===== src/hw/rtl/pdm_pkg.sv =====
// Shared types and constants for the pixel to DMX channel mapper.
// Used by pdm_front, pdm_fifo, pdm_back and pixel_to_dmx_channel_mapper.
// No dependencies.
package pdm_pkg;

    // Configuration port geometry.
    localparam int CFG_IDX_W  = 2;
    localparam int CFG_DATA_W = 15;

    // Register indexes.
    localparam logic [CFG_IDX_W-1:0] REG_START_UNIVERSE     = 2'd0;
    localparam logic [CFG_IDX_W-1:0] REG_START_ADDRESS      = 2'd1;
    localparam logic [CFG_IDX_W-1:0] REG_CHANNELS_PER_PIXEL = 2'd2;
    localparam logic [CFG_IDX_W-1:0] REG_TARGET_UNIVERSE    = 2'd3;

    // DMX limits.
    localparam logic [8:0]  LAST_CHANNEL   = 9'd511;
    localparam logic [14:0] UNIVERSE_MAX   = 15'h7FFF;
    localparam logic [2:0]  CPP_RESET      = 3'd3;
    localparam logic [2:0]  CPP_MIN        = 3'd1;
    localparam logic [2:0]  CPP_MAX        = 3'd4;

    // Configuration registers as seen by front and back.
    typedef struct packed {
        logic [14:0] start_universe;
        logic [8:0]  start_address;
        logic [2:0]  channels_per_pixel;
        logic [14:0] target_universe;
    } t_cfg;

    // One classified pixel waiting for the back end.
    typedef struct packed {
        logic [3:0][7:0] bytes;     // index 0 is red
        logic [2:0]      count;     // 1..4 bytes to emit
        logic [15:0]     universe;  // universe of the first byte, may be 32768
        logic [8:0]      channel;   // channel of the first byte
    } t_job;

    // One result beat.
    typedef struct packed {
        logic [14:0] universe;
        logic [8:0]  channel;
        logic [7:0]  value;
        logic        in_target;
        logic        past_limit;
        logic        last_of_pixel;
    } t_beat;

    // Queue status toward front, back and checks.
    typedef struct packed {
        logic full;
        logic empty;
    } t_fifo_status;

endpackage


===== src/hw/rtl/pdm_front.sv =====
// Front end: accepts pixels, resolves each pixel's start position and
// advances the running position by the pixel's byte count. Uses pdm_pkg.
module pdm_front (
    input  logic                i_clk,
    input  logic                i_rst_n,
    input  pdm_pkg::t_cfg       i_cfg,
    input  logic                i_valid,
    input  logic [31:0]         i_data,
    input  logic                i_first_pixel,
    output logic                o_ready,
    input  pdm_pkg::t_fifo_status i_fifo,
    output logic                o_push,
    output pdm_pkg::t_job       o_job
);

    logic [15:0] r_cur_universe, n_cur_universe;
    logic [8:0]  r_cur_channel, n_cur_channel;
    logic        r_pos_valid, n_pos_valid;

    logic        load;
    logic [15:0] base_universe;
    logic [8:0]  base_channel;
    logic [2:0]  count;
    logic [9:0]  ch_sum;

    // A pixel is taken whenever the queue has room.
    assign o_ready = !i_fifo.full;
    assign o_push  = i_valid && o_ready;

    // Clamp the channel count to the range one to four.
    always_comb begin
        if (i_cfg.channels_per_pixel < pdm_pkg::CPP_MIN) begin
            count = pdm_pkg::CPP_MIN;
        end else if (i_cfg.channels_per_pixel > pdm_pkg::CPP_MAX) begin
            count = pdm_pkg::CPP_MAX;
        end else begin
            count = i_cfg.channels_per_pixel;
        end
    end

    // Start position of this pixel: reload from the registers on a first
    // pixel or when no position has been loaded yet.
    assign load          = i_first_pixel || !r_pos_valid;
    assign base_universe = load ? {1'b0, i_cfg.start_universe} : r_cur_universe;
    assign base_channel  = load ? i_cfg.start_address : r_cur_channel;
    assign ch_sum        = {1'b0, base_channel} + {7'd0, count};

    always_comb begin
        o_job.bytes    = i_data;
        o_job.count    = count;
        o_job.universe = base_universe;
        o_job.channel  = base_channel;
    end

    // Advance by the whole pixel; four bytes cross a universe edge at most once.
    // A universe past the limit stays at 32768.
    always_comb begin
        n_cur_universe = r_cur_universe;
        n_cur_channel  = r_cur_channel;
        n_pos_valid    = r_pos_valid;
        if (o_push) begin
            n_pos_valid = 1'b1;
            if (ch_sum[9]) begin
                n_cur_channel  = ch_sum[8:0];
                n_cur_universe = base_universe[15] ? base_universe
                                                   : base_universe + 16'd1;
            end else begin
                n_cur_channel  = ch_sum[8:0];
                n_cur_universe = base_universe;
            end
        end
    end

    always_ff @(posedge i_clk) begin
        if (!i_rst_n) begin
            r_cur_universe <= '0;
            r_cur_channel  <= '0;
            r_pos_valid    <= 1'b0;
        end else begin
            r_cur_universe <= n_cur_universe;
            r_cur_channel  <= n_cur_channel;
            r_pos_valid    <= n_pos_valid;
        end
    end

endmodule


===== src/hw/rtl/pdm_fifo.sv =====
// Short queue of classified pixels between front and back end.
// Uses pdm_pkg for the job type and status struct.
module pdm_fifo #(
    parameter int DEPTH = 2
) (
    input  logic                  i_clk,
    input  logic                  i_rst_n,
    input  logic                  i_push,
    input  pdm_pkg::t_job         i_job,
    input  logic                  i_pop,
    output pdm_pkg::t_job         o_job,
    output pdm_pkg::t_fifo_status o_status
);

    localparam int PW = (DEPTH > 1) ? $clog2(DEPTH) : 1;
    localparam int CW = $clog2(DEPTH + 1);

    pdm_pkg::t_job r_mem [DEPTH];
    logic [PW-1:0] r_wr_ptr, n_wr_ptr;
    logic [PW-1:0] r_rd_ptr, n_rd_ptr;
    logic [CW-1:0] r_count, n_count;

    logic do_push, do_pop;

    assign o_status.full  = (r_count == CW'(DEPTH));
    assign o_status.empty = (r_count == '0);
    assign do_push = i_push && !o_status.full;
    assign do_pop  = i_pop && !o_status.empty;
    assign o_job   = r_mem[r_rd_ptr];

    // Pointer and fill count update with explicit wrap.
    always_comb begin
        n_wr_ptr = r_wr_ptr;
        n_rd_ptr = r_rd_ptr;
        n_count  = r_count;
        if (do_push) begin
            n_wr_ptr = (r_wr_ptr == PW'(DEPTH - 1)) ? '0 : r_wr_ptr + PW'(1);
        end
        if (do_pop) begin
            n_rd_ptr = (r_rd_ptr == PW'(DEPTH - 1)) ? '0 : r_rd_ptr + PW'(1);
        end
        if (do_push && !do_pop) begin
            n_count = r_count + CW'(1);
        end else if (do_pop && !do_push) begin
            n_count = r_count - CW'(1);
        end
    end

    always_ff @(posedge i_clk) begin
        if (!i_rst_n) begin
            r_wr_ptr <= '0;
            r_rd_ptr <= '0;
            r_count  <= '0;
        end else begin
            r_wr_ptr <= n_wr_ptr;
            r_rd_ptr <= n_rd_ptr;
            r_count  <= n_count;
        end
    end

    // Storage needs no reset.
    always_ff @(posedge i_clk) begin
        if (do_push) begin
            r_mem[r_wr_ptr] <= i_job;
        end
    end

endmodule


===== src/hw/rtl/pdm_back.sv =====
// Back end: walks the bytes of the queued pixel, one beat per cycle while the
// output register is free, tags each with universe, channel and flags. Uses pdm_pkg.
module pdm_back (
    input  logic                  i_clk,
    input  logic                  i_rst_n,
    input  logic [14:0]           i_target_universe,
    input  pdm_pkg::t_job         i_job,
    input  pdm_pkg::t_fifo_status i_fifo,
    output logic                  o_pop,
    output logic                  o_valid,
    input  logic                  i_ready,
    output pdm_pkg::t_beat        o_beat
);

    logic [1:0]     r_k, n_k;
    logic [15:0]    r_universe, n_universe;
    logic [8:0]     r_channel, n_channel;
    logic           r_valid, n_valid;
    pdm_pkg::t_beat r_beat, n_beat;

    logic        emit;
    logic        last;
    logic        past;
    logic [15:0] cur_universe;
    logic [8:0]  cur_channel;
    logic [14:0] out_universe;

    // A byte is produced when a pixel waits and the output register is free.
    assign emit = !i_fifo.empty && (!r_valid || i_ready);
    assign last = (({1'b0, r_k}) + 3'd1) == i_job.count;
    assign o_pop = emit && last;

    // The first byte of a pixel starts at the queued position.
    assign cur_universe = (r_k == 2'd0) ? i_job.universe : r_universe;
    assign cur_channel  = (r_k == 2'd0) ? i_job.channel : r_channel;
    assign past         = cur_universe[15];
    assign out_universe = past ? pdm_pkg::UNIVERSE_MAX : cur_universe[14:0];

    always_comb begin
        n_beat.universe      = out_universe;
        n_beat.channel       = cur_channel;
        n_beat.value         = i_job.bytes[r_k];
        n_beat.in_target     = !past && (out_universe == i_target_universe);
        n_beat.past_limit    = past;
        n_beat.last_of_pixel = last;
    end

    // Byte index and running position.
    always_comb begin
        n_k        = r_k;
        n_universe = r_universe;
        n_channel  = r_channel;
        if (emit) begin
            n_k = last ? 2'd0 : r_k + 2'd1;
            if (cur_channel == pdm_pkg::LAST_CHANNEL) begin
                n_channel  = '0;
                n_universe = past ? cur_universe : cur_universe + 16'd1;
            end else begin
                n_channel  = cur_channel + 9'd1;
                n_universe = cur_universe;
            end
        end
    end

    // Output register valid flag.
    always_comb begin
        if (emit) begin
            n_valid = 1'b1;
        end else if (i_ready) begin
            n_valid = 1'b0;
        end else begin
            n_valid = r_valid;
        end
    end

    always_ff @(posedge i_clk) begin
        if (!i_rst_n) begin
            r_k     <= '0;
            r_valid <= 1'b0;
        end else begin
            r_k     <= n_k;
            r_valid <= n_valid;
        end
    end

    always_ff @(posedge i_clk) begin
        r_universe <= n_universe;
        r_channel  <= n_channel;
        if (emit) begin
            r_beat <= n_beat;
        end
    end

    assign o_valid = r_valid;
    assign o_beat  = r_beat;

endmodule


===== src/hw/rtl/pixel_to_dmx_channel_mapper.sv =====
// Top level of the pixel to DMX channel mapper: configuration registers,
// front end, pixel queue and back end. Uses pdm_pkg, pdm_front, pdm_fifo, pdm_back.
//
// Channel  Dir  Fields (lowest bit first)
// s_axis   in   tdata: red, green, blue, white; tuser: first_pixel
// m_axis   out  tdata: universe, channel, value; tuser: in_target,
//               past_limit; tlast: last_of_pixel
// cfg      in   i_cfg_we, i_cfg_addr (register index), i_cfg_wdata
//
// A pixel yields channels_per_pixel beats, clamped to one to four, one per
// cycle while m_axis_tready does not hold the output. Pixels are taken while the
// queue has room, also while a beat waits on m_axis_tready. Reset is
// synchronous and clears position and queue.
module pixel_to_dmx_channel_mapper #(
    parameter int QUEUE_DEPTH = 2
) (
    input  logic                             i_clk,
    input  logic                             i_rst_n,
    input  logic                             i_cfg_we,
    input  logic [pdm_pkg::CFG_IDX_W-1:0]    i_cfg_addr,
    input  logic [pdm_pkg::CFG_DATA_W-1:0]   i_cfg_wdata,
    input  logic                             s_axis_tvalid,
    output logic                             s_axis_tready,
    input  logic [31:0]                      s_axis_tdata,  // red, green, blue, white
    input  logic                             s_axis_tuser,  // first_pixel
    output logic                             m_axis_tvalid,
    input  logic                             m_axis_tready,
    output logic [31:0]                      m_axis_tdata,  // universe, channel, value
    output logic [1:0]                       m_axis_tuser,  // in_target, past_limit
    output logic                             m_axis_tlast   // last_of_pixel
);

    pdm_pkg::t_cfg        r_cfg;
    pdm_pkg::t_fifo_status fifo_status;
    pdm_pkg::t_job        push_job;
    pdm_pkg::t_job        head_job;
    pdm_pkg::t_beat       beat;
    logic                 push;
    logic                 pop;

    // Configuration registers.
    always_ff @(posedge i_clk) begin
        if (!i_rst_n) begin
            r_cfg.start_universe     <= '0;
            r_cfg.start_address      <= '0;
            r_cfg.channels_per_pixel <= pdm_pkg::CPP_RESET;
            r_cfg.target_universe    <= '0;
        end else if (i_cfg_we) begin
            case (i_cfg_addr)
                pdm_pkg::REG_START_UNIVERSE: begin
                    r_cfg.start_universe <= i_cfg_wdata[14:0];
                end
                pdm_pkg::REG_START_ADDRESS: begin
                    r_cfg.start_address <= i_cfg_wdata[8:0];
                end
                pdm_pkg::REG_CHANNELS_PER_PIXEL: begin
                    r_cfg.channels_per_pixel <= i_cfg_wdata[2:0];
                end
                pdm_pkg::REG_TARGET_UNIVERSE: begin
                    r_cfg.target_universe <= i_cfg_wdata[14:0];
                end
                default: begin
                end
            endcase
        end
    end

    // Front end classifies pixels.
    pdm_front u_front (
        .i_clk         (i_clk),
        .i_rst_n       (i_rst_n),
        .i_cfg         (r_cfg),
        .i_valid       (s_axis_tvalid),
        .i_data        (s_axis_tdata),
        .i_first_pixel (s_axis_tuser),
        .o_ready       (s_axis_tready),
        .i_fifo        (fifo_status),
        .o_push        (push),
        .o_job         (push_job)
    );

    // Queue between the two halves.
    pdm_fifo #(
        .DEPTH (QUEUE_DEPTH)
    ) u_fifo (
        .i_clk    (i_clk),
        .i_rst_n  (i_rst_n),
        .i_push   (push),
        .i_job    (push_job),
        .i_pop    (pop),
        .o_job    (head_job),
        .o_status (fifo_status)
    );

    // Back end emits bytes.
    pdm_back u_back (
        .i_clk             (i_clk),
        .i_rst_n           (i_rst_n),
        .i_target_universe (r_cfg.target_universe),
        .i_job             (head_job),
        .i_fifo            (fifo_status),
        .o_pop             (pop),
        .o_valid           (m_axis_tvalid),
        .i_ready           (m_axis_tready),
        .o_beat            (beat)
    );

    // Pack the result beat.
    assign m_axis_tdata = {beat.value, beat.channel, beat.universe};
    assign m_axis_tuser = {beat.past_limit, beat.in_target};
    assign m_axis_tlast = beat.last_of_pixel;

    // Checks.
    a_fifo_status: assert property (@(posedge i_clk) disable iff (!i_rst_n)
        !(fifo_status.full && fifo_status.empty))
        else $error("queue reports full and empty at once");

    a_past_limit: assert property (@(posedge i_clk) disable iff (!i_rst_n)
        (m_axis_tvalid && m_axis_tuser[1]) |->
            (m_axis_tdata[14:0] == pdm_pkg::UNIVERSE_MAX) && !m_axis_tuser[0])
        else $error("beat past the universe limit is not saturated");

    a_pop_on_emit: assert property (@(posedge i_clk) disable iff (!i_rst_n)
        pop |=> m_axis_tvalid && m_axis_tlast)
        else $error("pixel left the queue without its last beat");

    a_reset_idle: assert property (@(posedge i_clk)
        !i_rst_n |=> !m_axis_tvalid)
        else $error("output valid after reset");

endmodule

===== config.mk =====
export PLATFORM = sky130hd
export DESIGN_NAME = pixel_to_dmx_channel_mapper
export DESIGN_NICKNAME = d
export VERILOG_FILES = /design/src/hw/rtl/pdm_pkg.sv /design/src/hw/rtl/pdm_front.sv /design/src/hw/rtl/pdm_fifo.sv /design/src/hw/rtl/pdm_back.sv /design/src/hw/rtl/pixel_to_dmx_channel_mapper.sv
export SDC_FILE = /design/constraint.sdc
export NUM_CORES = 1
export LEC_CHECK = 0
export ABC_AREA = 1
export BUFFER_PORTS_ARGS = -buffer_cell sky130_fd_sc_hd__buf_2
export CAP_MARGIN = 20
export CORE_MARGIN = 2
export CORE_UTILIZATION = 60
export DETAILED_ROUTE_END_ITERATION = 8
export PLACE_DENSITY_LB_ADDON = 0.25
export RECOVER_POWER = 25
export SLEW_MARGIN = 10
export SYNTH_ARGS = -nofsm -noshare
export SYNTH_HDL_FRONTEND = slang
export SYNTH_SLANG_ARGS = --single-unit

===== constraint.sdc =====
create_clock -name i_clk -period 15.6 [get_ports i_clk]
set_input_delay 3.12 -clock i_clk [delete_from_list [all_inputs] [get_ports i_clk]]
set_output_delay 3.12 -clock i_clk [all_outputs]
set_load 0.02 [all_outputs]

# == After elaboration in Yosys (flattened, before gate mapping) ==
# Memories as Yosys holds them, arrays and structs flattened. A register that Yosys moved wholly into a read port is not among the register bits.
# Cells that the tools add are included.
# op_classes
add_sub_neg,10
magnitude_cmp,3
n_eq_ne,7
n_mux,24
n_reduce_logical,26
# op_table
cell,n
$mux W16,6
$add A16 B1 Y16 const B,2
$mux W9,2
$bmux W8 S2,1
$eq A15 B15 Y1,1
$mux W15,1
$add A9 B3 Y10,1
$add A9 B1 Y9 const B,1
$eq A9 B9 Y1 const B,1
$logic_and A1 B1 Y1,8
$mux W1,8
$mux W8,1
$reduce_and A2 Y1,4
$logic_not A1 Y1,7
$eq A2 B2 Y1 const B,3
$logic_not A2 Y1,3
$mux W2,3
$mux W3,2
$add A2 B1 Y2 const B,2
$reduce_bool A2 Y1,2
$add A2 B1 Y3 const B,1
$eq A3 B3 Y1,1
$gt A3 B3 Y1 const B,1
$lt A2 B3 Y1 const B,1
other kinds (5),7
# word_totals
regBits,135
ram_bits,120
inputBits,55
output_inout_bits,37
elab_cells,91
memories,1
# memory_table
name,words,word_bits,rd,rd_ports_with_merged_regs,wr,line,text
u_fifo.r_mem,2,60,1,1,1,pdm_fifo.sv:18,pdm_pkg::t_job r_mem [DEPTH];

# == Logic depth before layout (Yosys ltp) ==
# depth
ltp_word,8
depth_mapped,23
ltp_nobuf,20

# == Modules after synthesis ==
# Synthesis repeated with hierarchy kept, for this count alone.
# unflattened
cells_unflattened,1288
area_unflattened_um2,12569.6
# modules_own_cells
mod,n_inst,cells_per_inst,area_per_inst_um2,seq_area_each_um2
pdm_fifo,1,225,4880.9,3703.6
pdm_back,1,452,3776.1,1861.8
pdm_front,1,341,2134.5,520.5
pixel_to_dmx_channel_mapper,1,270,1778.0,840.8

# == Worst setup path after synthesis ==
# OpenSTA, ideal clock, no wires.
# synth_timing
path_kind,input-to-reg
startpoint,in m_axis_tready
endpoint,reg u_fifo.r_count[1]
setup_ns,0.122
t_arrival_ns,7.433
required_ns,15.478
setup_slack_ns,8.045
path_stages,10
path_buffers,0
cell_sequence,nor2_1 > a21oi_1 > inv_1 > nor2_1 > inv_1 > ha_1 > a21oi_1 > o21ai_0 > o21ai_0 > a21oi_1
# synth_via
elab_chain_len,7
elab_cells_between_ends,9
classes_between,mux: 1; reduce/logical: 8
# synth_rtl
item,line,text
"start, declared",pixel_to_dmx_channel_mapper.sv:27,"input logic m_axis_tready,"
$logic_or A1 B1 Y1 *,pdm_back.sv:29,assign emit = !i_fifo.empty && (!r_valid || i_ready);
$logic_and A1 B1 Y1 *,pdm_back.sv:29,
named net u_back.emit,pdm_back.sv:21,logic emit;
$logic_and A1 B1 Y1 *,pdm_back.sv:31,assign o_pop = emit && last;
$logic_and A1 B1 Y1 *,pdm_fifo.sv:28,assign do_pop = i_pop && !o_status.empty;
$logic_not A1 Y1,pdm_fifo.sv:42,if (do_push && !do_pop) begin
$logic_and A1 B1 Y1,pdm_fifo.sv:42,
$mux W2 or $reduce_bool A2 Y1 (tied branches),--,
"end signal, assigned",pdm_fifo.sv:57,r_count <= n_count;
"end, declared",pdm_fifo.sv:21,"logic [CW-1:0] r_count, n_count;"
# Mark *: on every way through the listed nets, which the timed path passes. The rest lies on a longest branch.
# A chain may end at the register's enable or synchronous reset.

==> run summary <==
setup violators final - 0
post-synthesis cell type count - 44
Hold Buf Count CTS - 0
status - finished with violations
Internal - 1.56 mW
worst slew pin tran - 2.81 ns
final worst setup slack - 9.01 ns
CP delay by family, top - buffers and inverters
CP endpoint kind - register
Area Growth Syn to Fin - 12.6%
Clock Path Buffers - 3
global-route wire length before repair - 37,900 um
Post-synth EDFFs - 180
CP dominant cell by count - nand2_1
final worst-path cycle share - 0.422
die area - 19,800 um^2
Core Footprint - 18,500 um^2
failing checks - max-capacitance violations, max-slew violations
Clock Sinks - 256
Worst EP arrival - 6.85 ns
max-cap viol count - 4
peak supply drop - 165 uV
Final nets - 1,308
Fill cells - 1,393
Final Slew Violations - 232
Skew-Pair Late Insertion Delay - 0.51 ns
fin util - 0.683
Setup Total Neg Slack - 0 ns
post-CTS sizing - 0
Leak - 5.08 nW
sequential standard cell area - 6930 um^2
detailed-placement wirelength estimate - 16,000 um
#FFs+latches synth - 256
Ys Warns - 0
die height - 141 um
footprint of the multi-input gates - 3650 um^2
Die Width - 141 um
antenna violations before repair - 1
postcts setup bufs - 0
clock-pin transition on the worst setup and hold timing paths - 0.06 ns
GP Congestion - 0.911
Final Hold Vio Count - 0
worst hold path type - register to register
CTS root buffer - clkbuf_16
pwr dens - 191 nW/um^2
total CTS buffers - 26
slew margin rel. - -0.873
clock network power share - 0.255
min Tclk post-route - 6.59 ns
WP data required - 15.86 ns
DRC violations left - 0
Syn Inst Count - 1,159
ys flop type - edfxtp_1
H-tree depth - 1
GRT Overall Usage - 0.241
sequential area share after synthesis - 0.617
switching pwr - 0.851 mW
Syn Nets - 1,226
Mapped Area - 11,200 um^2
num rows - 50
Sw Ratio - 0.353
Routed Wire Length - 24,500 um
largest net degree at the start of global routing - 66
CP Launch Type - register
slowest CP cell - clkbuf_1
Cell Chain, Critical Path - clkbuf_1 > clkinv_1 > clkbuf_1 > nand2_1 > a31oi_1 > ha_1 > nand2_1 > nor2_1 > nand2_1 > nor2_1 > and3_1 > ha_1 > nand2_1 > nor2_1 > nand2_1 > nor2_1 > xor2_1 > inv_1
remaining global-route overflow - 0
Buf/Inv on CP - 4
vias in the first global route - 7,311
Mean Syn Cell Area - 9.69 um^2
Place WS - 9.97 ns
Antenna Cells - 0
Pre-antenna DRT Iters - 5
Initial Util - 0.606
mean routed wirelength per cell - 16.4 um
crit path kind - register to register
share of post-route cells with drive strength above 1 - 0.126
RSZ-0062 raised after global routing - no
Via density - 5.46
DRT antenna net count - 0
Max Clk Rate - 152 MHz
worst-path fanout max - 61
drt initial violations - 772
Reg power frac - 0.422
I/O pins - 92
Combinational Power Share - 0.323
PortBufs - 91
routed vias - 8,166
CTS tree - built
asr flop ratio synth - 0
Max stage delay on crit path - 1.87 ns
Layout Skew - 0.0136 ns
logic make-up after synthesis:
group                    synth area share
XOR/XNOR                           0.0187
AND/OR/NAND/NOR                     0.184
AO/OA/AOI/OAI                       0.110
flip-flops                          0.617
buffers and inverters              0.0570
adder cells (fa/ha/maj)            0.0140
worst reg2reg max path: stages, from the launching register on:
cell	delay, ns
dfxtp_1	0.30
clkbuf_1	1.04
clkinv_1	0.19
clkbuf_1	1.87
nand2_1	0.17
a31oi_1	0.52
ha_1	0.30
nand2_1	0.06
nor2_1	0.14
nand2_1	0.09
nor2_1	0.15
and3_1	0.18
ha_1	0.31
nand2_1	0.17
nor2_1	0.28
nand2_1	0.16
nor2_1	0.17
xor2_1	0.18
inv_1	0.07
state kept, by name, summed over array words and instances, names as in the netlist, named ones only:
name,flops
r_cfg,42
u_back.o_beat,35
u_back.o_valid,1
u_back.r_channel,9
u_back.r_k,2
u_back.r_universe,16
u_fifo.r_count,2
u_fifo.r_mem,120
u_fifo.r_rd_ptr,1
u_fifo.r_wr_ptr,1
u_front.r_cur_channel,9
u_front.r_cur_universe,16
u_front.r_pos_valid,1
placed cells by master (no fill, tap or decap), types with 6 or more instances in the layout:
master	instances
a21oi_1	49
a31oi_1	12
buf_2	79
clkbuf_1	24
clkbuf_16	27
clkinv_1	6
dfxtp_1	76
edfxtp_1	180
ha_1	11
inv_1	105
nand2_1	204
nand2_2	7
nand3_1	51
nand4_1	6
nor2_1	191
nor2_2	6
nor2_4	6
o21a_1	6
o21ai_0	124
o21ai_1	7
o22ai_1	9
xnor2_1	8
xor2_1	16
Yosys cell counts, types with 2 or more instances:
cell,n,area [um^2]
clkinv_1,3,11.3
nand2_1,200,751
o22ai_1,9,56.3
nand3_2,2,20.0
nor4_1,2,12.5
buf_6,2,22.5
o21ai_2,2,17.5
ha_1,11,138
o21ai_0,123,616
nand2_4,2,22.5
buf_4,3,22.5
nand3_1,51,255
a31oi_1,12,75.1
o21ai_1,7,35.0
o21a_1,6,45.0
a21oi_2,2,17.5
buf_1,2,7.51
nor2_4,4,45.0
inv_1,104,390
xnor2_1,8,70.1
clkbuf_1,31,116
xor2_1,16,140
nor3_1,5,25.0
buf_2,7,35.0
nand4_1,6,37.5
edfxtp_1,180,5410
nor2_1,193,724
o211ai_1,5,37.5
or2_2,2,12.5
nor2_2,6,37.5
nand2_2,9,56.3
a21oi_1,50,250
dfxtp_1,76,1520
o21ai_4,3,48.8
nand3_4,2,35.0
inv_2,5,18.8
path summary, 6_finish.rpt:
check | start | endpoint | slack (ns) | cells past startpoint
min | r_cfg[9]$_SDFFE_PN0P_ | r_cfg[9]$_SDFFE_PN0P_ | 0.46 | 2
max | register | u_back.r_universe[11]$_DFFE_PP_ | 9.01 | 18
max reg2reg | register | u_back.r_universe[11]$_DFFE_PP_ | 9.01 | 18
min reg2reg | r_cfg[9]$_SDFFE_PN0P_ | r_cfg[9]$_SDFFE_PN0P_ | 0.46 | 2
metal layers:
metal,part of all wire,GRT usage,up-vias
met5,0,0,-
met4,0.016,0.0553,0
met3,0.068,0.0319,28
met2,0.46,0.380,267
met1,0.45,0.363,3815
li1,-,-,4056
through the flow:
| stage | cells | hold slack, ns | total power, mW | area [um^2] |
|---|---|---|---|---|
| after CTS | 1495 | 0.458 | 2.42 | 12700 |
| after detailed placement | 1447 | 0.449 | 1.80 | 11900 |
| after global routing | 1495 | 0.473 | 2.54 | 12600 |
| final | 1495 | 0.456 | 2.41 | 12600 |
| after global placement | 1447 | 0.446 | 1.78 | 11900 |
| after floorplan | 1159 | 0.430 | 1.59 | 11200 |
area by class of cell:
class                   instances  area share
clock buffers                  39      0.0602
clock inverters                 9     0.00762
inverters                     112      0.0332
multi-input cells             745       0.289
flip-flops and latches        256       0.548
well taps                     234      0.0232
repair buffers                100      0.0390
power groups by stage:
stage / logic (mW) / registers, mW / clock network (mW)
4_1_cts: 0.777 / 1.02 / 0.624
6_report: 0.780 / 1.02 / 0.614
3_5_place_dp: 0.770 / 1.03 / 0
5_1_grt: 0.860 / 1.03 / 0.650
3_3_place_gp: 0.753 / 1.02 / 0
2_1_floorplan: 0.486 / 1.10 / 0
Note: power is estimated with default switching activity, not from simulation.
